### src/rtl/bad_pkg.sv
// shared types, constants and helpers of the box area downscaler
package bad_pkg;

   localparam int SAMPLE_W   = 16;
   localparam int DIM_W      = 13;
   localparam int POS_W      = 12;
   localparam int SUM_W      = 40;
   localparam int AREA_W     = 25;
   localparam int MAX_COLS   = 4096;
   localparam int DIV_NW     = 41;
   localparam int DIV_DW     = 25;
   localparam int DIV_CW     = 6;
   localparam int FIFO_DEPTH = 4;
   localparam int FIFO_AW    = 2;
   localparam int FIFO_CW    = 3;
   localparam int CSR_AW     = 2;

   localparam logic [DIM_W-1:0] MAX_DIM = DIM_W'(4096);
   localparam logic [SAMPLE_W-1:0] SAMPLE_MAX = '1;

   // configuration register indexes
   typedef enum logic [CSR_AW-1:0] {
      CSR_SRC_WIDTH  = 2'd0,
      CSR_SRC_HEIGHT = 2'd1,
      CSR_MAX_SIDE   = 2'd2
   } csr_idx_type;

   // finished block handed from front to back
   typedef struct packed {
      logic [SUM_W-1:0]  red_sum;
      logic [SUM_W-1:0]  green_sum;
      logic [SUM_W-1:0]  blue_sum;
      logic [AREA_W-1:0] area;
      logic              row_end;
      logic              frame_end;
   } blk_type;

   typedef enum logic [2:0] {
      FR_IDLE,
      FR_SETUP,
      FR_DIVW,
      FR_DIVH,
      FR_DIVX,
      FR_DIVY,
      FR_RUN
   } front_state_type;

   typedef enum logic [1:0] {
      BK_IDLE,
      BK_DIV,
      BK_LOAD
   } back_state_type;

   // zero reads as one, anything above the frame limit saturates
   function automatic logic [DIM_W-1:0] clamp_dim(input logic [DIM_W-1:0] v);
      logic [DIM_W-1:0] r;
      if (v == '0) r = DIM_W'(1);
      else if (v > MAX_DIM) r = MAX_DIM;
      else r = v;
      return r;
   endfunction

endpackage

### src/rtl/bad_fifo.sv
// short queue of finished blocks between front and back
module bad_fifo (
   input  logic                        clock,
   input  logic                        reset,
   input  logic                        push,
   input  bad_pkg::blk_type            push_data,
   input  logic                        pop,
   output bad_pkg::blk_type            pop_data,
   output logic                        empty,
   output logic [bad_pkg::FIFO_CW-1:0] count
);
   import bad_pkg::*;

   blk_type            store_ff [FIFO_DEPTH];
   logic [FIFO_AW-1:0] wr_ff, rd_ff;
   logic [FIFO_CW-1:0] cnt_ff;

   // pointers and fill count
   always_ff @(posedge clock) begin
      if (reset) begin
         wr_ff  <= '0;
         rd_ff  <= '0;
         cnt_ff <= '0;
      end else begin
         if (push) wr_ff <= wr_ff + FIFO_AW'(1);
         if (pop) rd_ff <= rd_ff + FIFO_AW'(1);
         cnt_ff <= cnt_ff + FIFO_CW'(push) - FIFO_CW'(pop);
      end
   end

   always_ff @(posedge clock) begin
      if (push) store_ff[wr_ff] <= push_data;
   end

   assign pop_data = store_ff[rd_ff];
   assign empty    = cnt_ff == '0;
   assign count    = cnt_ff;

endmodule

### config.mk
export PLATFORM = sky130hd
export DESIGN_NAME = bad_fifo
export DESIGN_NICKNAME = d
export VERILOG_FILES = /design/src/rtl/bad_pkg.sv /design/src/rtl/bad_fifo.sv
export SDC_FILE = /design/constraint.sdc
export NUM_CORES = 1
export LEC_CHECK = 0
export ABC_AREA = 0
export ABC_CLOCK_PERIOD_IN_PS = 4600
export BUFFER_PORTS_ARGS = -buffer_cell sky130_fd_sc_hd__buf_2
export CAP_MARGIN = 40
export CORE_UTILIZATION = 30
export CTS_BUF_LIST = sky130_fd_sc_hd__clkbuf_16
export CTS_CLUSTER_DIAMETER = 40
export DETAILED_ROUTE_END_ITERATION = 6
export PLACE_DENSITY_LB_ADDON = 0.2
export SETUP_SLACK_MARGIN = 0.3
export SYNTH_ARGS = -nofsm -noshare
export SYNTH_HDL_FRONTEND = slang
export SYNTH_SLANG_ARGS = --single-unit
### constraint.sdc
create_clock -name clock -period 4.6 [get_ports clock]
set_clock_uncertainty 0.1 [all_clocks]
set_input_delay 0.46 -clock clock [delete_from_list [all_inputs] [get_ports clock]]
set_output_delay 0.46 -clock clock [all_outputs]
set_load 0.02 [all_outputs]
==> impl_metrics.env, run 1 <==
export IMPL_antenna_left=0
export IMPL_vias=10400
export IMPL_cts_max_level=3
export IMPL_rows=98
export IMPL_period_needed_ns=3.24
export IMPL_slew_viol_final=0
export IMPL_synth_seq_cells=597
export IMPL_ios=302
export IMPL_grt_start_max_net_pins=81
export IMPL_grt_first_pass_wirelength_um=71000
export IMPL_setup_viol=0
export IMPL_multi_input_area_mm2=0.00355
export IMPL_synthDistinctLibCells=22
export IMPL_leakagePower_uw=0.00998
export IMPL_max_freq_mhz=309
export IMPL_drive_gt1_share_pct=44.4
export IMPL_min_period_over_period_pct=70.4
export IMPL_synth_top_cell_area_share_pct=81.0
export IMPL_track_usage_pct=12.8
export IMPL_rr_startpoint="wr_ff[1]"
export IMPL_fp_dieH_um=272
export IMPL_die_width_um=272
export IMPL_place_inst=2046
export IMPL_cp_required_ns=4.04
export IMPL_drc=0
export IMPL_coreArea_mm2=0.0717
export IMPL_p_sw_share_pct=23.2
export IMPL_seq_area_mm2=0.0178
export IMPL_grt_overflow_total=0
export IMPL_drt_total_wl_um=46500
export IMPL_hold_violations=0
export IMPL_gp_congestion=0.687
export IMPL_hp_class="in -> reg"
export IMPL_finalSetupTns_ns=0
export IMPL_hold_ws_ns=0.0726
export IMPL_endpoint="pop_data[107]"
export IMPL_outcome="finished clean"
export IMPL_synth_area_top_cells="edfxtp_1, mux4_2, buf_12"
export IMPL_cts_sinks=597
export IMPL_cts_setup_buffers=0
export IMPL_seq_power_share_pct=42.6
export IMPL_cts_clk_slew_worst_paths_ns=0.05
export IMPL_syn_avg_cell_area_um2=26.9
export IMPL_wl_per_cell_um=19.6
export IMPL_insertedDiodeCount=0
export IMPL_rr_endpoint="store_ff[1][90]"
export IMPL_syn_inst=809
export IMPL_drtIter0Drc=532
export IMPL_fillers=6429
export IMPL_p_int_uw=11400
export IMPL_p_clk_share_pct=48.0
export IMPL_irDropWorstVdd_mv=0.278
export IMPL_rsz0062_at_grt="no"
export IMPL_synthesis_area_mm2=0.0218
export IMPL_critical_path_class="reg -> out"
export IMPL_vias_per_cell=4.39
export IMPL_cts_buffer_depth=3
export IMPL_r2r_slack_ns=2.52
export IMPL_reg2reg_depth=4
export IMPL_die_area_mm2=0.0737
export IMPL_first_global_vias=11800
export IMPL_root_buffer="clkbuf_16"
export IMPL_max_cap_violations=0
export IMPL_startpoint_type="register"
export IMPL_firstDrtPassIters=4
export IMPL_crit_arrival_ns=2.68
export IMPL_hpwl_um=26500
export IMPL_relSlewSlack_pct=49.7
export IMPL_worstPathMaxFanout=29
export IMPL_synthesis_nets=967
export IMPL_area_delta_synth_final_pct=34.0
export IMPL_pwr_share_comb_pct=9.4
export IMPL_cts_buffers=99
export IMPL_synth_top_area_cell="edfxtp_1"
export IMPL_total_power_uw=14900
export IMPL_p_per_area_mw_per_mm2=509
export IMPL_tritoncts="built"
export IMPL_fin_cells=2377
export IMPL_nNetsFinal=1503
export IMPL_initial_core_util_pct=30.4
export IMPL_yosysWarningCount=0
export IMPL_portBuffers=301
export IMPL_tightestPinTransition_ns=0.755
export IMPL_antenna_found_initial=3
export IMPL_yosysSeqAreaShare_pct=81.9
export IMPL_clock_latency_ns=0.62
export IMPL_net_switching_power_uw=3450
export IMPL_end_kind="output pin"
flip-flops by register name, summed over array words and instances (netlist names), named ones only:
register	cells
count	3
rd_ff	2
store_ff	588
wr_ff	2
power groups by stage:
| stage | logic (uW) | clock network [uW] | registers, uW |
|---|---|---|---|
| 3_3_place_gp | 1310 | 0 | 6450 |
| 4_1_cts | 1450 | 7350 | 6350 |
| 3_5_place_dp | 1340 | 0 | 6450 |
| 6_report | 1400 | 7140 | 6340 |
| 5_1_grt | 1510 | 7570 | 6360 |
| 2_1_floorplan | 860 | 0 | 6430 |
stage by stage:
step,cell area [um2],setup WS [ns],util [%]
floorplan,21800,1.71,-
global placement,24400,1.91,34.0
detailed placement,24400,1.91,34.1
CTS,29200,1.22,40.7
global route,29200,1.15,40.7
finish,29200,1.36,40.7
critical path: stages, from the launching register on:
cell and delay (ns):
dfxtp_4 0.83, buf_4 0.45, mux4_2 0.57, buf_2 0.18
what timing repair did:
action                    in CTS  in global routing
gates resized for setup        0                  0
hold buffers                 148                  0
hold endpoints to repair     595                  0
cells in the mapped netlist (all sizes together):
cell type / instances
ha: 6
nor2b: 2
mux2i: 1
mux4: 147
nor3: 1
and2: 4
a21bo: 1
fa: 1
xnor2: 2
clkbuf: 2
buf: 31
dfxtp: 9
edfxtp: 588
nand3b: 1
a21oi: 1
nor2: 5
inv: 6
xor3: 1
cells in the final DEF, fill, tap and decap left out, types with 4 or more instances in the layout:
| master | netlist | final |
|---|---|---|
| edfxtp_1 | 588 | 588 |
| mux4_2 | 147 | 147 |
| dfxtp_1 | 9 | 7 |
| clkinvlp_4 | 0 | 18 |
| bufinv_16 | 0 | 10 |
| inv_1 | 6 | 21 |
| buf_2 | 14 | 301 |
| clkinv_1 | 0 | 9 |
| clkbuf_16 | 0 | 100 |
| buf_4 | 1 | 6 |
| nor2_1 | 5 | 5 |
| buf_12 | 14 | 12 |
| inv_6 | 0 | 10 |
| and2_4 | 0 | 4 |
| clkinv_2 | 0 | 11 |
| dlygate4sd3_1 | 0 | 148 |
| ha_1 | 6 | 6 |
kinds of logic after synthesis:
family          after synthesis  synth area share (%)
compound gates                2                0.0689
xor+xnor                      3                 0.189
fa+ha+maj                     7                 0.436
buf+inv                      39                  1.90
flops                       597                  81.9
mux                         148                  15.2
simple gates                 13                 0.316
how the worst min path moves through the flow:
| stage | from | to | slack [ns] | cells after the start |
|---|---|---|---|---|
| after floorplan | rd_ff[1] | register | 0.39 | 2 |
| after global placement | rd_ff[1] | register | 0.40 | 2 |
| after detailed placement | rd_ff[1] | register | 0.42 | 2 |
| after CTS | pop | rd_ff[0] | 0.03 | 3 |
| after global routing | pop | register | 0.07 | 3 |
| final | pop | rd_ff[0] | 0.07 | 3 |
area by class of cell:
| type | instances | share of cell area (%) |
|---|---|---|
| Clock buffer | 100 | 8.57 |
| Multi-Input combinational cell | 173 | 12.2 |
| Tap cell | 950 | 4.07 |
| Timing Repair Buffer | 468 | 11.3 |
| Inverter | 6 | 0.0771 |
| Clock inverter | 83 | 2.74 |
| Sequential cell | 597 | 61.1 |
per-layer routing:
metal	routed length, um	track usage (%)	vias to the layer above
met3	2580	3.56	75
met4	1050	4.85	6
met1	18900	15.4	5465
li1	-	-	4632
met2	24000	21.9	260
met5	34	0	-
Note: power is estimated with default switching activity, not from simulation.
==> run 2: changes to the inputs <==
--- a/config.mk
+++ b/config.mk
@@ -6,7 +6,7 @@
 export NUM_CORES = 1
 export LEC_CHECK = 0
 export ABC_AREA = 0
-export ABC_CLOCK_PERIOD_IN_PS = 4600
+export ABC_CLOCK_PERIOD_IN_PS = 3300
 export BUFFER_PORTS_ARGS = -buffer_cell sky130_fd_sc_hd__buf_2
 export CAP_MARGIN = 40
 export CORE_UTILIZATION = 30
==> constraint.sdc (replaced) <==
create_clock -name clock -period 3.3 [get_ports clock]
set_clock_uncertainty 0.1 [all_clocks]
set_input_delay 0.33 -clock clock [delete_from_list [all_inputs] [get_ports clock]]
set_output_delay 0.33 -clock clock [all_outputs]
set_load 0.02 [all_outputs]
==> run 2 against run 1 <==
Effect of this change: critical endpoint is now pop_data[122]; final area up 1.4%; via count up 1.2%; first-iteration DRC count up 4.5%; critical path type unchanged; global-route usage up 0.17 points; combinational power up 44%.
==> impl_metrics.env, run 2 (same netlist as run 1, synthesis figures left out) <==
export IMPL_cp_required_ns=2.87
export IMPL_outcome="finished clean"
export IMPL_seq_area_mm2=0.0178
export IMPL_max_freq_mhz=361
export IMPL_setup_viol=0
export IMPL_rsz0062_at_grt="no"
export IMPL_die_area_mm2=0.0737
export IMPL_drive_gt1_share_pct=44.9
export IMPL_grt_first_pass_wirelength_um=71700
export IMPL_min_period_over_period_pct=83.8
export IMPL_gp_congestion=0.687
export IMPL_holdPathStages=2
export IMPL_hold_violations=0
export IMPL_critPathSlowestCell="dfxtp_4"
export IMPL_p_clk_share_pct=49.3
export IMPL_net_switching_power_uw=4860
export IMPL_finalSetupTns_ns=0
export IMPL_antenna_left=0
export IMPL_path_cells="buf_12 > buf_12 > mux4_2 > buf_2"
export IMPL_wl_per_cell_um=20.0
export IMPL_cts_buffers=97
export IMPL_coreArea_mm2=0.0717
export IMPL_multi_input_area_mm2=0.00355
export IMPL_firstDrtPassIters=4
export IMPL_largest_register_ffs=588
export IMPL_hpwl_um=27700
export IMPL_startpoint_type="register"
export IMPL_p_per_area_mw_per_mm2=722
export IMPL_tightestPinTransition_ns=0.694
export IMPL_portBuffers=301
export IMPL_cts_clk_slew_worst_paths_ns=0.05
export IMPL_critical_path_class="reg -> out"
export IMPL_end_kind="output pin"
export IMPL_relSlewSlack_pct=53.7
export IMPL_root_buffer="clkbuf_16"
export IMPL_total_power_uw=21400
export IMPL_p_int_uw=16500
export IMPL_tritoncts="built"
export IMPL_pwr_share_comb_pct=9.4
export IMPL_slew_viol_final=0
export IMPL_leakagePower_uw=0.0102
export IMPL_vias=10600
export IMPL_max_cap_violations=0
export IMPL_area_delta_synth_final_pct=35.9
export IMPL_cts_sinks=597
export IMPL_initial_core_util_pct=30.4
export IMPL_ios=302
export IMPL_cts_max_level=3
export IMPL_mostFrequentLayoutCell="edfxtp_1"
export IMPL_clock_latency_ns=0.62
export IMPL_slowest_delay_ns=0.67
export IMPL_drtIter0Drc=556
export IMPL_drc=0
export IMPL_drt_total_wl_um=47800
export IMPL_antenna_found_initial=4
export IMPL_worstPathMaxFanout=28
export IMPL_irDropWorstVdd_mv=0.596
export IMPL_fp_dieH_um=272
export IMPL_mostFrequentLayoutCells="edfxtp_1, buf_2, dlygate4sd3_1"
export IMPL_hp_class="in -> reg"
export IMPL_first_global_vias=11800
export IMPL_crit_arrival_ns=2.34
export IMPL_nNetsFinal=1520
export IMPL_r2r_slack_ns=1.29
export IMPL_seq_power_share_pct=41.3
export IMPL_top_register="store_ff"
export IMPL_grt_overflow_total=0
export IMPL_p_sw_share_pct=22.7
export IMPL_period_needed_ns=2.77
export IMPL_cts_buffer_depth=3
export IMPL_reg2reg_depth=4
export IMPL_die_width_um=272
export IMPL_track_usage_pct=13.0
export IMPL_vias_per_cell=4.42
export IMPL_grt_start_max_net_pins=67
export IMPL_rows=98
export IMPL_crit_top_cell="buf_12"
export IMPL_fillers=6394
[run 2: cell types whose count changed in the layout (fill, tap and decap cells not counted), moves of 5 or more]
cell        change
buf_4           +9
inv_1           -8
clkinvlp_4     -12
clkinv_4        +5
buf_12          +7
bufinv_16       +8
[run 2: final timing paths]
check / startpoint / end
min: push_data[27] / store_ff[2][27]
min reg2reg: rd_ff[0] / register
max: register / pop_data[122]
max reg2reg: wr_ff[0] / store_ff[2][60]
[run 2: layout make-up]
cell class	count	area share (%)
sequential	597	60.3
inverter	6	0.0761
clock inverter	76	3.32
clock buffer	99	8.37
multi-input combinational	173	12.0
timing repair buffer	487	12.0
antenna	1	0.00845
tap	950	4.01
[run 2: power by group through the flow]
stage                     sequential, uW  combinational [uW]  clock [uW]
after floorplan                     8970                1200           0
after global placement              8960                1900           0
after detailed placement            8980                1910           0
after CTS                           8830                2070       10800
after global routing                8850                2170       11100
final                               8830                2020       10500
[run 2: per-stage QoR]
step / area (um2) / std cells / util, % / setup slack [ns] / hold WS, ns
floorplan: 21800 / 809 / - / 0.411 / 0.302
global placement: 24600 / 2056 / 34.3 / 1.03 / 0.414
detailed placement: 24600 / 2056 / 34.3 / 1.03 / 0.415
CTS: 29600 / 2382 / 41.2 / 0.334 / 0.300
global route: 29600 / 2389 / 41.3 / 0.417 / 0.334
finish: 29600 / 2389 / 41.3 / 0.533 / 0.347
[run 2: metal layers]
metal  track usage (%)  vias up  share of wire [%]
li1                  -     4661                  -
met1              16.1     5556                 42
met2              21.7      256                 50
met3              3.35       91                5.4
met4              5.13        4                2.5
met5                 0        -              0.050
[run 2: timing repair]
action,CTS,global route
endpoints found under the hold margin,597,0
hold buffers,151,0
buffers inserted,0,6
endpoints found under the setup margin,0,11
resized for setup,0,1
[run 2: critical path, delay by kind of cell (launching register included)]
| kind | cells | cell delay, ns |
|---|---|---|
| mux | 1 | 0.32 |
| flops | 1 | 0.67 |
| buf+inv | 3 | 0.67 |
==> run 3: changes to the inputs <==
--- a/config.mk
+++ b/config.mk
@@ -6,7 +6,7 @@
 export NUM_CORES = 1
 export LEC_CHECK = 0
 export ABC_AREA = 0
-export ABC_CLOCK_PERIOD_IN_PS = 3300
+export ABC_CLOCK_PERIOD_IN_PS = 2300
 export BUFFER_PORTS_ARGS = -buffer_cell sky130_fd_sc_hd__buf_2
 export CAP_MARGIN = 40
 export CORE_UTILIZATION = 30
==> constraint.sdc (replaced) <==
create_clock -name clock -period 2.3 [get_ports clock]
set_clock_uncertainty 0.1 [all_clocks]
set_input_delay 0.23 -clock clock [delete_from_list [all_inputs] [get_ports clock]]
set_output_delay 0.23 -clock clock [all_outputs]
set_load 0.02 [all_outputs]
==> run 3 against run 2 <==
Effect of this change: the run now ends with negative setup slack left; non-clock buffer count up 18; sequential share of layout area down 0.63 points; critical path depth up 1; hold slack worse by 0.094 ns; wire length up 0.80%; register-to-register slack worse by 0.71 ns; largest power group unchanged.
==> impl_metrics.env, run 3 (same netlist as run 1, synthesis figures left out) <==
export IMPL_outcome="finished, violations left"
export IMPL_failed_checks="negative setup slack"
export IMPL_setup_viol=147
export IMPL_total_power_uw=29700
export IMPL_mostFrequentLayoutCell="edfxtp_1"
export IMPL_setup_slack_ns=-0.173
export IMPL_multi_input_area_mm2=0.00355
export IMPL_cts_buffer_depth=3
export IMPL_p_per_area_mw_per_mm2=994
export IMPL_vias_per_cell=4.39
export IMPL_ios=302
export IMPL_cp_required_ns=1.97
export IMPL_hold_violations=0
export IMPL_slew_viol_final=0
export IMPL_drtIter0Drc=456
export IMPL_min_delay_start="push_data[14]"
export IMPL_crit_arrival_ns=2.14
export IMPL_tritoncts="built"
export IMPL_max_cap_violations=0
export IMPL_path_cells="buf_12 > buf_16 > buf_12 > mux4_2 > buf_2"
export IMPL_cts_max_level=3
export IMPL_end_kind="output pin"
export IMPL_worstPathMaxFanout=13
export IMPL_track_usage_pct=12.8
export IMPL_critPathSlowestCell="mux4_2"
export IMPL_vias=10500
export IMPL_final_cell_area_mm2=0.0299
export IMPL_clock_latency_ns=0.61
export IMPL_slowest_delay_ns=0.52
export IMPL_antenna_left=0
export IMPL_holdPathStages=2
export IMPL_crit_top_cell="buf_12"
export IMPL_mostFrequentLayoutCells="edfxtp_1, buf_2, dlygate4sd3_1"
export IMPL_critical_path_class="reg -> out"
export IMPL_drive_gt1_share_pct=45.5
export IMPL_top_register="store_ff"
export IMPL_initial_core_util_pct=30.4
export IMPL_placed_area_mm2=0.0247
export IMPL_seq_area_mm2=0.0178
export IMPL_reg2reg_depth=7
export IMPL_antenna_found_initial=5
export IMPL_rr_startpoint="count[0]"
export IMPL_fp_dieH_um=272
export IMPL_fillers=6355
export IMPL_rows=98
export IMPL_die_area_mm2=0.0737
export IMPL_tightestPinTransition_ns=0.624
export IMPL_gp_congestion=0.702
export IMPL_detailedPlace_worstSlack_ns=0.354
export IMPL_grt_start_max_net_pins=75
export IMPL_period_needed_ns=2.47
export IMPL_startpoint_type="register"
export IMPL_leakagePower_uw=0.0103
export IMPL_cts_buffers=91
export IMPL_grt_first_pass_wirelength_um=70600
export IMPL_cts_clk_slew_worst_paths_ns=0.05
export IMPL_hp_class="in -> reg"
export IMPL_relSlewSlack_pct=58.4
export IMPL_firstDrtPassIters=4
export IMPL_rsz0062_at_grt="yes"
export IMPL_hpwl_um=28500
export IMPL_root_buffer="clkbuf_16"
export IMPL_irDropWorstVdd_mv=0.596
export IMPL_wl_per_cell_um=20.1
export IMPL_drc=0
export IMPL_drt_total_wl_um=48100
export IMPL_area_delta_synth_final_pct=37.3
export IMPL_die_width_um=272
export IMPL_grt_overflow_total=0
export IMPL_cts_sinks=597
export IMPL_largest_register_ffs=588
export IMPL_r2r_slack_ns=0.58
export IMPL_coreArea_mm2=0.0717
export IMPL_min_period_over_period_pct=108
export IMPL_portBuffers=301
export IMPL_first_global_vias=11700
export IMPL_max_freq_mhz=404
export IMPL_nNetsFinal=1532
-- run 3: changes by cell type in the layout (fill, tap and decap cells not counted), sizes merged --
| cell | change |
|---|---|
| inv | +10 |
| diode | +1 |
| clkinv | -9 |
| clkbuf | -2 |
| buf | +14 |
| bufinv | -5 |
| clkinvlp | +2 |
-- run 3: worst max-delay path, delay by kind of cell, from the launching register on --
kind	cells	cell delay, ns
muxes	1	0.52
DFF	1	0.36
buffers and inverters	4	0.64
-- run 3: power by group --
| part | switching, uW | total [uW] | internal [uW] |
|---|---|---|---|
| Clock | 4950 | 13900 | 8900 |
| Combinational | 1720 | 3230 | 1510 |
| Sequential | 119 | 12600 | 12500 |
-- run 3: timing repair --
action / CTS / global route
hold buffers: 151 / 0
buffers inserted: 8 / 3
setup endpoints to repair: 147 / 147
endpoints found under the hold margin: 597 / 0
resized for setup: 44 / 63
cloned: 2 / 5
-- run 3: worst paths after layout --
check | endpoint
setup / recovery | pop_data[134]
hold / removal | store_ff[0][14]
setup reg to reg | count[2]
hold reg to reg | wr_ff[1]
-- run 3: through the flow --
| step | utilization (%) | cells | setup TNS, ns | hold WS [ns] |
|---|---|---|---|---|
| final | 41.7 | 2400 | -16.14 | 0.254 |
| after global routing | 41.7 | 2400 | -30.06 | 0.230 |
| after CTS | 41.3 | 2390 | -28.20 | 0.204 |
| after detailed placement | 34.4 | 2062 | 0 | 0.346 |
| after global placement | 34.4 | 2062 | 0 | 0.340 |
| after floorplan | - | 809 | 0 | 0.195 |
-- run 3: layer usage --
layer	wire length, um	part of all wire [%]	global-route usage (%)	vias to the layer above
met3	3060	6.4	3.99	85
met4	1130	2.4	4.80	6
met2	24000	50	21.3	283
met5	32	0.066	0	-
li1	-	-	-	4680
met1	19900	41	15.6	5493
-- run 3: cell type report --
type	count	share of cell area (%)
Antenna cell	2	0.0167
Clock buffer	93	7.78
Clock inverter	74	2.71
Inverter	6	0.0753
Multi-Input combinational cell	173	11.9
Sequential cell	597	59.6
Tap cell	950	3.97
Timing Repair Buffer	505	13.9
