==> src/rtl/bad_pkg.sv <==
// shared types, constants and helpers of the box area downscaler
package bad_pkg;

   localparam int SAMPLE_W   = 16;
   localparam int DIM_W      = 13;
   localparam int POS_W      = 12;
   localparam int SUM_W      = 40;
   localparam int AREA_W     = 25;
   localparam int MAX_COLS   = 4096;
   localparam int DIV_NW     = 41;
   localparam int DIV_DW     = 25;
   localparam int DIV_CW     = 6;
   localparam int FIFO_DEPTH = 4;
   localparam int FIFO_AW    = 2;
   localparam int FIFO_CW    = 3;
   localparam int CSR_AW     = 2;

   localparam logic [DIM_W-1:0] MAX_DIM = DIM_W'(4096);
   localparam logic [SAMPLE_W-1:0] SAMPLE_MAX = '1;

   // configuration register indexes
   typedef enum logic [CSR_AW-1:0] {
      CSR_SRC_WIDTH  = 2'd0,
      CSR_SRC_HEIGHT = 2'd1,
      CSR_MAX_SIDE   = 2'd2
   } csr_idx_type;

   // finished block handed from front to back
   typedef struct packed {
      logic [SUM_W-1:0]  red_sum;
      logic [SUM_W-1:0]  green_sum;
      logic [SUM_W-1:0]  blue_sum;
      logic [AREA_W-1:0] area;
      logic              row_end;
      logic              frame_end;
   } blk_type;

   typedef enum logic [2:0] {
      FR_IDLE,
      FR_SETUP,
      FR_DIVW,
      FR_DIVH,
      FR_DIVX,
      FR_DIVY,
      FR_RUN
   } front_state_type;

   typedef enum logic [1:0] {
      BK_IDLE,
      BK_DIV,
      BK_LOAD
   } back_state_type;

   // zero reads as one, anything above the frame limit saturates
   function automatic logic [DIM_W-1:0] clamp_dim(input logic [DIM_W-1:0] v);
      logic [DIM_W-1:0] r;
      if (v == '0) r = DIM_W'(1);
      else if (v > MAX_DIM) r = MAX_DIM;
      else r = v;
      return r;
   endfunction

endpackage

==> src/rtl/bad_div.sv <==
// iterative restoring divider, one quotient bit per cycle
module bad_div (
   input  logic                      clock,
   input  logic                      reset,
   input  logic                      start,
   input  logic [bad_pkg::DIV_NW-1:0] num,
   input  logic [bad_pkg::DIV_DW-1:0] den,
   output logic                      done,
   output logic [bad_pkg::DIV_NW-1:0] quo,
   output logic [bad_pkg::DIV_DW-1:0] rem
);
   import bad_pkg::*;

   logic              busy_ff, busy_in;
   logic              done_ff, done_in;
   logic [DIV_CW-1:0] cnt_ff, cnt_in;
   logic [DIV_NW-1:0] quo_ff, quo_in;
   logic [DIV_DW-1:0] rem_ff, rem_in;
   logic [DIV_DW-1:0] den_ff, den_in;
   logic [DIV_DW:0]   shift, diff;
   logic              ge;

   // one shift and trial subtract per cycle
   always_comb begin
      shift = {rem_ff, quo_ff[DIV_NW-1]};
      diff  = shift - {1'b0, den_ff};
      ge    = shift >= {1'b0, den_ff};
      busy_in = busy_ff;
      done_in = 1'b0;
      cnt_in  = cnt_ff;
      quo_in  = quo_ff;
      rem_in  = rem_ff;
      den_in  = den_ff;
      if (start) begin
         busy_in = 1'b1;
         cnt_in  = '0;
         quo_in  = num;
         rem_in  = '0;
         den_in  = den;
      end else if (busy_ff) begin
         rem_in = ge ? diff[DIV_DW-1:0] : shift[DIV_DW-1:0];
         quo_in = {quo_ff[DIV_NW-2:0], ge};
         cnt_in = cnt_ff + DIV_CW'(1);
         if (cnt_ff == DIV_CW'(DIV_NW - 1)) begin
            busy_in = 1'b0;
            done_in = 1'b1;
         end
      end
   end

   always_ff @(posedge clock) begin
      if (reset) begin
         busy_ff <= 1'b0;
         done_ff <= 1'b0;
         cnt_ff  <= '0;
      end else begin
         busy_ff <= busy_in;
         done_ff <= done_in;
         cnt_ff  <= cnt_in;
      end
      quo_ff <= quo_in;
      rem_ff <= rem_in;
      den_ff <= den_in;
   end

   assign done = done_ff;
   assign quo  = quo_ff;
   assign rem  = rem_ff;

endmodule

==> src/rtl/bad_back.sv <==
// back end: divide block sums by area with rounding, drive the result channel
module bad_back (
   input  logic             clock,
   input  logic             reset,
   input  bad_pkg::blk_type fifo_data,
   input  logic             fifo_empty,
   output logic             pop,
   output logic             rsp_tvalid,
   input  logic             rsp_tready,
   output logic [47:0]      rsp_tdata,
   output logic             rsp_tlast,
   output logic             rsp_tuser
);
   import bad_pkg::*;

   back_state_type state_ff, state_in;

   logic                     out_vld_ff;
   logic [2:0][SAMPLE_W-1:0] out_pix_ff;
   logic                     out_re_ff, out_fe_ff;
   logic                     ent_re_ff, ent_fe_ff;

   logic                     out_free, area_one;
   logic                     div_start, load_direct, load_div;
   logic [2:0][DIV_NW-1:0]   num;
   logic [2:0][DIV_NW-1:0]   quo;
   logic [2:0][DIV_DW-1:0]   rem;
   logic [2:0]               done;
   logic [2:0][SAMPLE_W-1:0] avg;
   logic [2:0][SUM_W-1:0]    sums;

   assign out_free = !out_vld_ff || rsp_tready;
   assign area_one = fifo_data.area == AREA_W'(1);
   assign sums[0]  = fifo_data.red_sum;
   assign sums[1]  = fifo_data.green_sum;
   assign sums[2]  = fifo_data.blue_sum;

   // one divider per color, rounded by adding half the area
   for (genvar c = 0; c < 3; c++) begin : g_div
      assign num[c] = {1'b0, sums[c]} + DIV_NW'(fifo_data.area >> 1);
      assign avg[c] = (quo[c] > DIV_NW'(SAMPLE_MAX)) ? SAMPLE_MAX : quo[c][SAMPLE_W-1:0];
      bad_div u_div (
         .clock (clock),
         .reset (reset),
         .start (div_start),
         .num   (num[c]),
         .den   (fifo_data.area),
         .done  (done[c]),
         .quo   (quo[c]),
         .rem   (rem[c])
      );
   end

   // next state
   always_comb begin
      state_in = state_ff;
      unique case (state_ff)
         BK_IDLE: if (!fifo_empty && !area_one) state_in = BK_DIV;
         BK_DIV:  if (done[0]) state_in = BK_LOAD;
         BK_LOAD: if (out_free) state_in = BK_IDLE;
         default: state_in = BK_IDLE;
      endcase
   end

   // state outputs
   always_comb begin
      pop         = 1'b0;
      div_start   = 1'b0;
      load_direct = 1'b0;
      load_div    = 1'b0;
      unique case (state_ff)
         BK_IDLE: begin
            if (!fifo_empty) begin
               if (area_one) begin
                  load_direct = out_free;
                  pop         = out_free;
               end else begin
                  div_start = 1'b1;
                  pop       = 1'b1;
               end
            end
         end
         BK_LOAD: load_div = out_free;
         default: ;
      endcase
   end

   always_ff @(posedge clock) begin
      if (reset) begin
         state_ff   <= BK_IDLE;
         out_vld_ff <= 1'b0;
      end else begin
         state_ff <= state_in;
         if (load_direct || load_div) out_vld_ff <= 1'b1;
         else if (rsp_tready) out_vld_ff <= 1'b0;
      end
   end

   // result register
   always_ff @(posedge clock) begin
      if (div_start) begin
         ent_re_ff <= fifo_data.row_end;
         ent_fe_ff <= fifo_data.frame_end;
      end
      if (load_direct) begin
         for (int c = 0; c < 3; c++) out_pix_ff[c] <= sums[c][SAMPLE_W-1:0];
         out_re_ff <= fifo_data.row_end;
         out_fe_ff <= fifo_data.frame_end;
      end else if (load_div) begin
         out_pix_ff <= avg;
         out_re_ff  <= ent_re_ff;
         out_fe_ff  <= ent_fe_ff;
      end
   end

   assign rsp_tvalid = out_vld_ff;
   assign rsp_tdata  = {out_pix_ff[2], out_pix_ff[1], out_pix_ff[0]};
   assign rsp_tlast  = out_re_ff;
   assign rsp_tuser  = out_fe_ff;

endmodule

==> config.mk <==
export PLATFORM = sky130hd
export DESIGN_NAME = bad_back
export DESIGN_NICKNAME = d
export VERILOG_FILES = /design/src/rtl/bad_pkg.sv /design/src/rtl/bad_div.sv /design/src/rtl/bad_back.sv
export SDC_FILE = /design/constraint.sdc
export NUM_CORES = 1
export LEC_CHECK = 0
export BUFFER_PORTS_ARGS = -buffer_cell sky130_fd_sc_hd__clkbuf_2
export CAP_MARGIN = 20
export CORE_UTILIZATION = 45
export DETAILED_ROUTE_END_ITERATION = 10
export PLACE_DENSITY = 0.62
export REMOVE_ABC_BUFFERS = 1
export SYNTH_ARGS = -nofsm -noshare
export SYNTH_HDL_FRONTEND = slang
export SYNTH_SLANG_ARGS = --single-unit
==> constraint.sdc <==
create_clock -name clock -period 8.38 [get_ports clock]
set_input_delay 0.419 -clock clock [delete_from_list [all_inputs] [get_ports clock]]
set_output_delay 0.419 -clock clock [all_outputs]
set_load 0.05 [all_outputs]
==> results.cfg, run 1 <==
[sta]
timing.final.ws_setup_ps = 4550
fin_crit_sh_pct = 45.8
setup_viol = 0
fin_skew_ps = 24.7
whs_ps = 57.9
rsz0062_at_grt = no
drv_slew = 0
worst_pin_slew_ps = 1080
hold_violations = 0
fin_crit_ps = 3830
maxSlewHeadroom_pct = 28.2
clock.fmax_mhz = 261

[global_routing]
grt_max_degree = 208
grt_pass1_vias = 16908
grt_pass1_wl_um = 89800
antenna_found_initial = 4
grt_usage_pct = 24.3
overflow = 0

[placed_design]
dp_hpwl_um = 40800
dp_cells = 3001
routabilityCongestion = 0.920
numPortBuffers = 202
pre_cts_ws_ps = 4270

[setup_path]
endpoint_kind = flop
rr_worst_depth = 12
required_ps = 8830
crit_path_start_kind = flop
path_max_fanout = 26
critPathKind = flop to flop
arrival_ps = 4290

[synth]
avgSynthCellArea_um2 = 8.91
yosysWarnings = 0
postSynthCellCount = 2295
synth_seq_area_share_pct = 39.1
synthesis.area_um2 = 20500
ys_seq_elements = 300
synth-edff-count = 200
synth_cell_types = 74
synth-main-ff-cell = edfxtp_1
synthArstFlopShare_pct = 0

[clocking]
clock_latency_ps = 570
post_cts_buffers = 0
clockRootBuffer = clkbuf_16
clk_pin_slew_ps = 60
cts_tree = done
cts_max_path_buffers = 3
clock_sinks = 300
numCtsBuffers = 37
holdBufCountCts = 0
ctsResizeCount = 0
htree_levels = 2

[power_and_ir_drop]
finalPower_mw = 4.95
vdd.ir_drop.worst_uv = 163
total_leakage_power_nw = 9.45
power_density_nw_per_um2 = 213

[drt]
drt_pass1_iterations = 5
drt.antenna.violating_nets = 0
vias = 17636
drt-total-wl_um = 57300
wl_per_cell_um = 18.7
drc = 0
vias_per_cell = 5.74
drtIter0Drc = 1230

[die]
core-area_um2 = 44500
io_pins = 203
start_util_pct = 46.0
num_rows = 77
die-area_um2 = 46300
die_h_um = 215
dieWidth_um = 215

[finish]
nets = 2760
mostFrequentLayoutCells = 244 x nand2_1, 224 x nor2_1, 219 x o21ai_0
syn_to_final_growth_pct = 13.5
final_common_cell = nand2_1
drive_above_1_share_pct = 12.3
fin_cells = 3071

[min_path]
holdPathStages = 1
hp-class = primary input to flop

[run]
drv_cap = 0

[status]
status = complete, no violations
[sequential cells by signal (all words and copies together) (netlist names)]
signal / count
rsp_tuser: 1
rsp_tdata: 48
g_div.u_div.quo: 123
ent_re_ff: 1
g_div.u_div.done: 1
ent_fe_ff: 1
g_div.u_div.busy_ff: 3
g_div.u_div.den_ff: 25
g_div.u_div.rem: 75
rsp_tvalid: 1
state_ff: 2
rsp_tlast: 1
g_div.u_div.cnt_ff: 18
[critical path: stages, from the launching register on]
cell	delay, ps
edfxtp_1	470
ha_1	270
fa_1	420
nor2b_1	170
o31a_1	190
o31ai_1	120
a21oi_1	300
o21ai_1	150
a311oi_1	410
nor2_2	150
buf_4	280
or4b_2	640
o311ai_0	110
[power breakdown]
group	internal, mW	switching, mW
clock network	0.939	0.668
registers	1.79	0.116
logic	0.592	0.844
[path summary, 6_finish.rpt]
path,startpoint,endpoint,slack [ps]
max,g_div[0].u_div.den_ff[0],g_div[1].u_div.rem[0],4550
min reg2reg,g_div[1].u_div.rem[17],g_div[1].u_div.rem[18],490
max reg2reg,g_div[0].u_div.den_ff[0],g_div[1].u_div.rem[0],4550
min,fifo_data[0],ent_fe_ff,60
[Yosys cell counts, drive strengths merged, types with 5 or more instances]
| library cell | n | area [um^2] |
|---|---|---|
| a211o | 5 | 43.8 |
| a211oi | 28 | 215 |
| a21boi | 7 | 52.6 |
| a21o | 57 | 428 |
| a21oi | 213 | 1070 |
| a221oi | 5 | 43.8 |
| a311o | 6 | 60.1 |
| a311oi | 6 | 58.8 |
| a31oi | 31 | 194 |
| and2 | 9 | 56.3 |
| and3 | 30 | 188 |
| buf | 22 | 98.8 |
| clkbuf | 77 | 289 |
| dfxtp | 100 | 2000 |
| edfxtp | 200 | 6010 |
| fa | 6 | 120 |
| ha | 153 | 1910 |
| inv | 70 | 263 |
| mux2i | 52 | 521 |
| nand2 | 245 | 920 |
| nand2b | 26 | 163 |
| nand3 | 46 | 230 |
| nand4 | 31 | 194 |
| nor2 | 225 | 845 |
| nor2b | 23 | 144 |
| nor3 | 31 | 155 |
| nor4 | 22 | 138 |
| o2111ai | 7 | 61.3 |
| o211ai | 20 | 150 |
| o21a | 24 | 180 |
| o21ai | 228 | 1140 |
| o21bai | 12 | 90.1 |
| o311ai | 5 | 43.8 |
| o31a | 5 | 43.8 |
| o31ai | 12 | 90.1 |
| or2 | 7 | 43.8 |
| or3 | 13 | 81.3 |
| or4 | 5 | 37.5 |
| xnor2 | 81 | 709 |
| xor2 | 94 | 823 |
[metrics by stage]
stage,setup TNS (ps),instance area [um^2],utilization (%)
after detailed placement,0,22000,49.4
after global routing,0,23200,52.1
after CTS,0,23200,52.0
after global placement,0,22000,49.3
after floorplan,-3813270,20100,-
final,0,23200,52.2
[cell families after synthesis]
| logic type | count (synthesis) | synth area share, % |
|---|---|---|
| multiplexers | 56 | 2.76 |
| AND/OR/NAND/NOR | 733 | 16.5 |
| adder cells (fa/ha/maj) | 159 | 9.94 |
| buffers and inverters | 169 | 3.18 |
| flip-flops | 300 | 39.1 |
| AO/OA/AOI/OAI | 703 | 21.0 |
| XOR/XNOR | 175 | 7.49 |
[layer usage]
layer / GRT usage, % / up-vias / wire length (um)
met3: 3.79 / 88 / 3310
met1: 32.9 / 8316 / 26200
met5: 0 / - / 13
met2: 39.3 / 491 / 26200
li1: - / 8739 / -
met4: 8.49 / 2 / 1560
[area by class of cell]
| cell class | instances | area, um^2 |
|---|---|---|
| Antenna cell | 2 | 5.00 |
| Clock buffer | 48 | 997 |
| Clock inverter | 18 | 186 |
| Fill cell | 4200 | 21300 |
| Inverter | 70 | 263 |
| Multi-Input combinational cell | 1826 | 11800 |
| Sequential cell | 300 | 8010 |
| Tap cell | 592 | 741 |
| Timing Repair Buffer | 215 | 1170 |
No activity file was read; power rests on OpenSTA's default activity.
==> inputs of run 2 (changes only) <==
==> constraint.sdc (replaced) <==
create_clock -name clock -period 3.7 [get_ports clock]
set_input_delay 0.185 -clock clock [delete_from_list [all_inputs] [get_ports clock]]
set_output_delay 0.185 -clock clock [all_outputs]
set_load 0.05 [all_outputs]
==> results.cfg, run 2 (synthesis results as in run 1) <==
[sta]
fin_skew_ps = 26.1
setup_viol = 0
whs_ps = 17.1
fin_crit_ps = 3480
worst_pin_slew_ps = 1090
hold_violations = 0
drv_slew = 0
clock.fmax_mhz = 287
maxSlewHeadroom_pct = 27.4
fin_crit_sh_pct = 94.1
rsz0062_at_grt = no
fin_tns_setup_ps = 0

[global_routing]
grt_pass1_vias = 17236
grt_usage_pct = 24.9
antenna_found_initial = 2
grt_max_degree = 114
grt_pass1_wl_um = 91800
overflow = 0

[finish]
fillers = 4177
nets = 2815
largest_reg_flops = 123
fin_cells = 3126
mostFrequentLayoutCells = 244 x nand2_1, 224 x nor2_1, 219 x o21ai_0
drive_above_1_share_pct = 13.1
syn_to_final_growth_pct = 16.1
final_common_cell = nand2_1

[clocking]
htree_levels = 2
clk_pin_slew_ps = 60
cts_max_path_buffers = 3
clock_sinks = 300
clockRootBuffer = clkbuf_16
cts_tree = done
numCtsBuffers = 37
post_cts_buffers = 0
clock_latency_ps = 560

[drt]
drc = 0
drt.antenna.violating_nets = 0
vias = 17860
wl_per_cell_um = 18.7
drt-total-wl_um = 58600
drt_pass1_iterations = 5
vias_per_cell = 5.71
drtIter0Drc = 1169

[die]
start_util_pct = 46.0
num_rows = 77
die_h_um = 215
core-area_um2 = 44500
io_pins = 203
die-area_um2 = 46300
dieWidth_um = 215

[setup_path]
max_stage_delay_ps = 620
critPathTopFamily = compound AO/OA/AOI/OAI gates
crit_slowest_cell = or4b_2
path_max_fanout = 8
crit_path_start_kind = flop
required_ps = 4140
crit_buf_inv = 0
critPathKind = flop to flop
endpoint_kind = flop
rr_worst_depth = 11
crit_chain = ha_1 -> fa_1 -> nor2b_1 -> o31a_1 -> o31ai_1 -> a21oi_1 -> o21ai_1 -> a311oi_1 -> nor2_2 -> or4b_2 -> o311ai_0
arrival_ps = 3920
r2r_start = g_div[0].u_div.den_ff[0]
reg2reg_setup_slack_ps = 220
rr_endpoint = g_div[1].u_div.rem[0]

[power_and_ir_drop]
vdd.ir_drop.worst_uv = 269
total_leakage_power_nw = 9.70
finalPower_mw = 11.3
power_density_nw_per_um2 = 477

[min_path]
holdPathStages = 3
whs_endpoint = rsp_tdata[10]
hp-class = primary input to flop
hp-start = fifo_data[117]

[placed_design]
dp_cells = 3026
numPortBuffers = 202
dp_hpwl_um = 42400
routabilityCongestion = 0.887

[status]
status = complete, no violations

[run]
drv_cap = 0
## run 2: final cells by class
class | count | area, um^2 | area share (%)
antenna | 1 | 2.50 | 0.0105
inverter | 70 | 263 | 1.11
clock buffer | 56 | 1100 | 4.63
timing repair buffer | 270 | 1660 | 7.01
tap | 592 | 741 | 3.12
multi-input combinational | 1826 | 11900 | 49.9
sequential | 300 | 8010 | 33.7
clock inverter | 11 | 119 | 0.501
## run 2: per-layer routing
metal | routed length [um] | track usage, % | vias to the layer above
met5 | 13 | 0 | -
met4 | 1740 | 8.46 | 2
met3 | 3480 | 4.27 | 107
met2 | 26800 | 40.7 | 492
met1 | 26600 | 33.3 | 8411
li1 | - | - | 8848
## run 2: how the worst max path moves through the flow
stage / startpoint / endpoint / slack, ps / depth (start not counted)
after floorplan: fifo_data[3] / g_div[1].u_div.rem[0] / -19310 / 6
after global placement: fifo_data[3] / g_div[0].u_div.quo[36] / 120 / 12
after detailed placement: fifo_data[3] / g_div[0].u_div.quo[28] / 100 / 12
after CTS: fifo_data[3] / g_div[0].u_div.quo[28] / 90 / 13
after global routing: g_div[0].u_div.den_ff[0] / g_div[1].u_div.rem[0] / 40 / 11
final: g_div[0].u_div.den_ff[0] / g_div[1].u_div.rem[0] / 220 / 11
## run 2: worst register-to-register path, stage by stage, from the launching register on
cell and delay (ps):
edfxtp_1 490, ha_1 280, fa_1 420, nor2b_1 160
o31a_1 200, o31ai_1 100, a21oi_1 240, o21ai_1 130
a311oi_1 430, nor2_2 170, or4b_2 630, o311ai_0 120
## run 2: per-stage QoR
stage,instance area (um^2),util [%],worst slack [ps]
floorplan,20100,-,-19310
global placement,22200,49.9,115
detailed placement,22200,49.9,98.2
CTS,23700,53.3,90.0
global route,23700,53.4,43.7
finish,23700,53.4,219
## run 2: timing repair
| item | 4_1_cts | 5_1_grt |
|---|---|---|
| resized for setup | 0 | 1 |
| endpoints found under the setup margin | 0 | 8 |
| hold endpoints to repair | 39 | 0 |
| hold buffers | 32 | 0 |
## run 2: where the power goes
group | total [mW] | switching [mW] | internal (mW) | leakage [nW]
combinational | 3.32 | 1.93 | 1.39 | 6.50
clock | 3.69 | 1.49 | 2.20 | 0.599
sequential | 4.32 | 0.264 | 4.05 | 2.60
==> inputs of run 3 (changes only) <==
--- a/config.mk
+++ b/config.mk
@@ -7,9 +7,11 @@
 export LEC_CHECK = 0
 export BUFFER_PORTS_ARGS = -buffer_cell sky130_fd_sc_hd__clkbuf_2
 export CAP_MARGIN = 20
-export CORE_UTILIZATION = 45
+export CELL_PAD_IN_SITES_DETAIL_PLACEMENT = 1
+export CELL_PAD_IN_SITES_GLOBAL_PLACEMENT = 2
+export CORE_UTILIZATION = 38
 export DETAILED_ROUTE_END_ITERATION = 10
-export PLACE_DENSITY = 0.62
+export PLACE_DENSITY = 0.81
 export REMOVE_ABC_BUFFERS = 1
 export SYNTH_ARGS = -nofsm -noshare
 export SYNTH_HDL_FRONTEND = slang
==> results.cfg, run 3 (synthesis results as in run 1) <==
[setup_path]
crit_path_start_kind = flop
endpoint_kind = flop
path_max_fanout = 13
critPathKind = flop to flop
required_ps = 4150
arrival_ps = 4000

[clocking]
clockRootBuffer = clkbuf_16
numCtsBuffers = 39
cts_max_path_buffers = 3
clk_pin_slew_ps = 60
clock_latency_ps = 570
clock_sinks = 300
htree_levels = 2
cts_tree = done

[drt]
drc = 0
drt.antenna.violating_nets = 0
drt-total-wl_um = 66500
vias = 18324
drtIter0Drc = 956
vias_per_cell = 5.64
drt_pass1_iterations = 4
wl_per_cell_um = 20.5

[sta]
clock.fmax_mhz = 282
fin_tns_setup_ps = 0
fin_skew_ps = 28.3
fin_crit_ps = 3550
worst_pin_slew_ps = 1030
maxSlewHeadroom_pct = 31.3
whs_ps = 21.6
hold_violations = 0
rsz0062_at_grt = yes
drv_slew = 0
fin_crit_sh_pct = 95.8
setup_viol = 0

[placed_design]
numPortBuffers = 202
routabilityCongestion = 0.876
dp_hpwl_um = 50000

[global_routing]
antenna_found_initial = 4
grt_usage_pct = 24.1
grt_pass1_vias = 18774
overflow = 0
grt_max_degree = 100
grt_pass1_wl_um = 103000

[die]
start_util_pct = 38.7
core-area_um2 = 52900
io_pins = 203
num_rows = 84
die_h_um = 234
die-area_um2 = 54800
dieWidth_um = 234

[finish]
largest_reg_flops = 123
mostFrequentLayoutCells = 244 x nand2_1, 224 x nor2_1, 218 x o21ai_0
final_common_cell = nand2_1
nets = 2838
drive_above_1_share_pct = 13.4
syn_to_final_growth_pct = 17.8

[min_path]
hp-class = primary input to flop

[status]
status = complete, no violations

[power_and_ir_drop]
total_leakage_power_nw = 9.82
vdd.ir_drop.worst_uv = 268
power_density_nw_per_um2 = 478

[run]
drv_cap = 0
run 3: changes by cell type in the layout (fill, tap and decap cells not counted), sizes merged:
cell / before / now
clkbuf: 258 / 255
buf: 36 / 42
inv: 70 / 72
bufinv: 2 / 0
clkinvlp: 1 / 2
diode: 1 / 2
dlygate4sd3: 32 / 47
clkinv: 8 / 15
run 3: what timing repair did:
item	CTS	global route
buffers inserted	0	0
gates resized for setup	0	3
endpoints found under the hold margin	54	0
setup endpoints to repair	0	9
hold buffers	47	0
run 3: final timing paths:
kind / start / to / slack [ps] / depth (start not counted)
max: g_div[0].u_div.den_ff[2] / g_div[1].u_div.rem[19] / 150 / 12
min: fifo_data[102] / g_div[1].u_div.quo[35] / 20 / 3
max reg2reg: g_div[0].u_div.den_ff[2] / g_div[1].u_div.rem[19] / 150 / 12
min reg2reg: g_div[2].u_div.rem[16] / g_div[2].u_div.rem[16] / 500 / 2
run 3: worst max-delay path: stages, from the launching register on:
cell and delay (ps):
edfxtp_1 370, inv_1 160, ha_1 320, nor2b_1 180, o31a_1 280, o31ai_1 340, a21oi_1 180, o21ai_1 190
a311oi_1 150, nor2_2 620, buf_4 300, mux2i_1 90, a211oi_1 270
run 3: where the power goes:
part	switching, mW	internal [mW]
combinational	2.04	1.44
sequential	0.282	4.06
clock	1.58	2.12
total	3.90	7.61
run 3: final cells by class:
class,instances,area [um^2]
fill,6255,28800
multi-input combinational,1826,11900
sequential,300,8010
timing repair buffer,291,1870
clock buffer,53,1110
tap,688,861
inverter,70,263
clock inverter,19,115
antenna,2,5.00
run 3: metrics by stage:
stage / worst slack (ps) / power (mW) / utilization (%) / std cells / instance area, um^2
finish: 154 / 11.5 / 45.6 / 3249 / 24100
global route: -81.3 / 12.1 / 45.6 / 3248 / 24100
CTS: 61.2 / 11.6 / 45.5 / 3247 / 24100
detailed placement: -59.1 / 7.82 / 42.3 / 3128 / 22400
global placement: -47.3 / 7.71 / 42.3 / 3128 / 22400
floorplan: -19310 / 6.82 / - / 2196 / 20100
run 3: metal layers:
metal / GRT usage, % / vias to the layer above / part of all wire (%)
met5: 0 / - / 0.035
met2: 41.6 / 309 / 49
met1: 31.3 / 9033 / 45
met3: 3.15 / 94 / 3.8
li1: - / 8884 / -
met4: 7.00 / 4 / 2.3
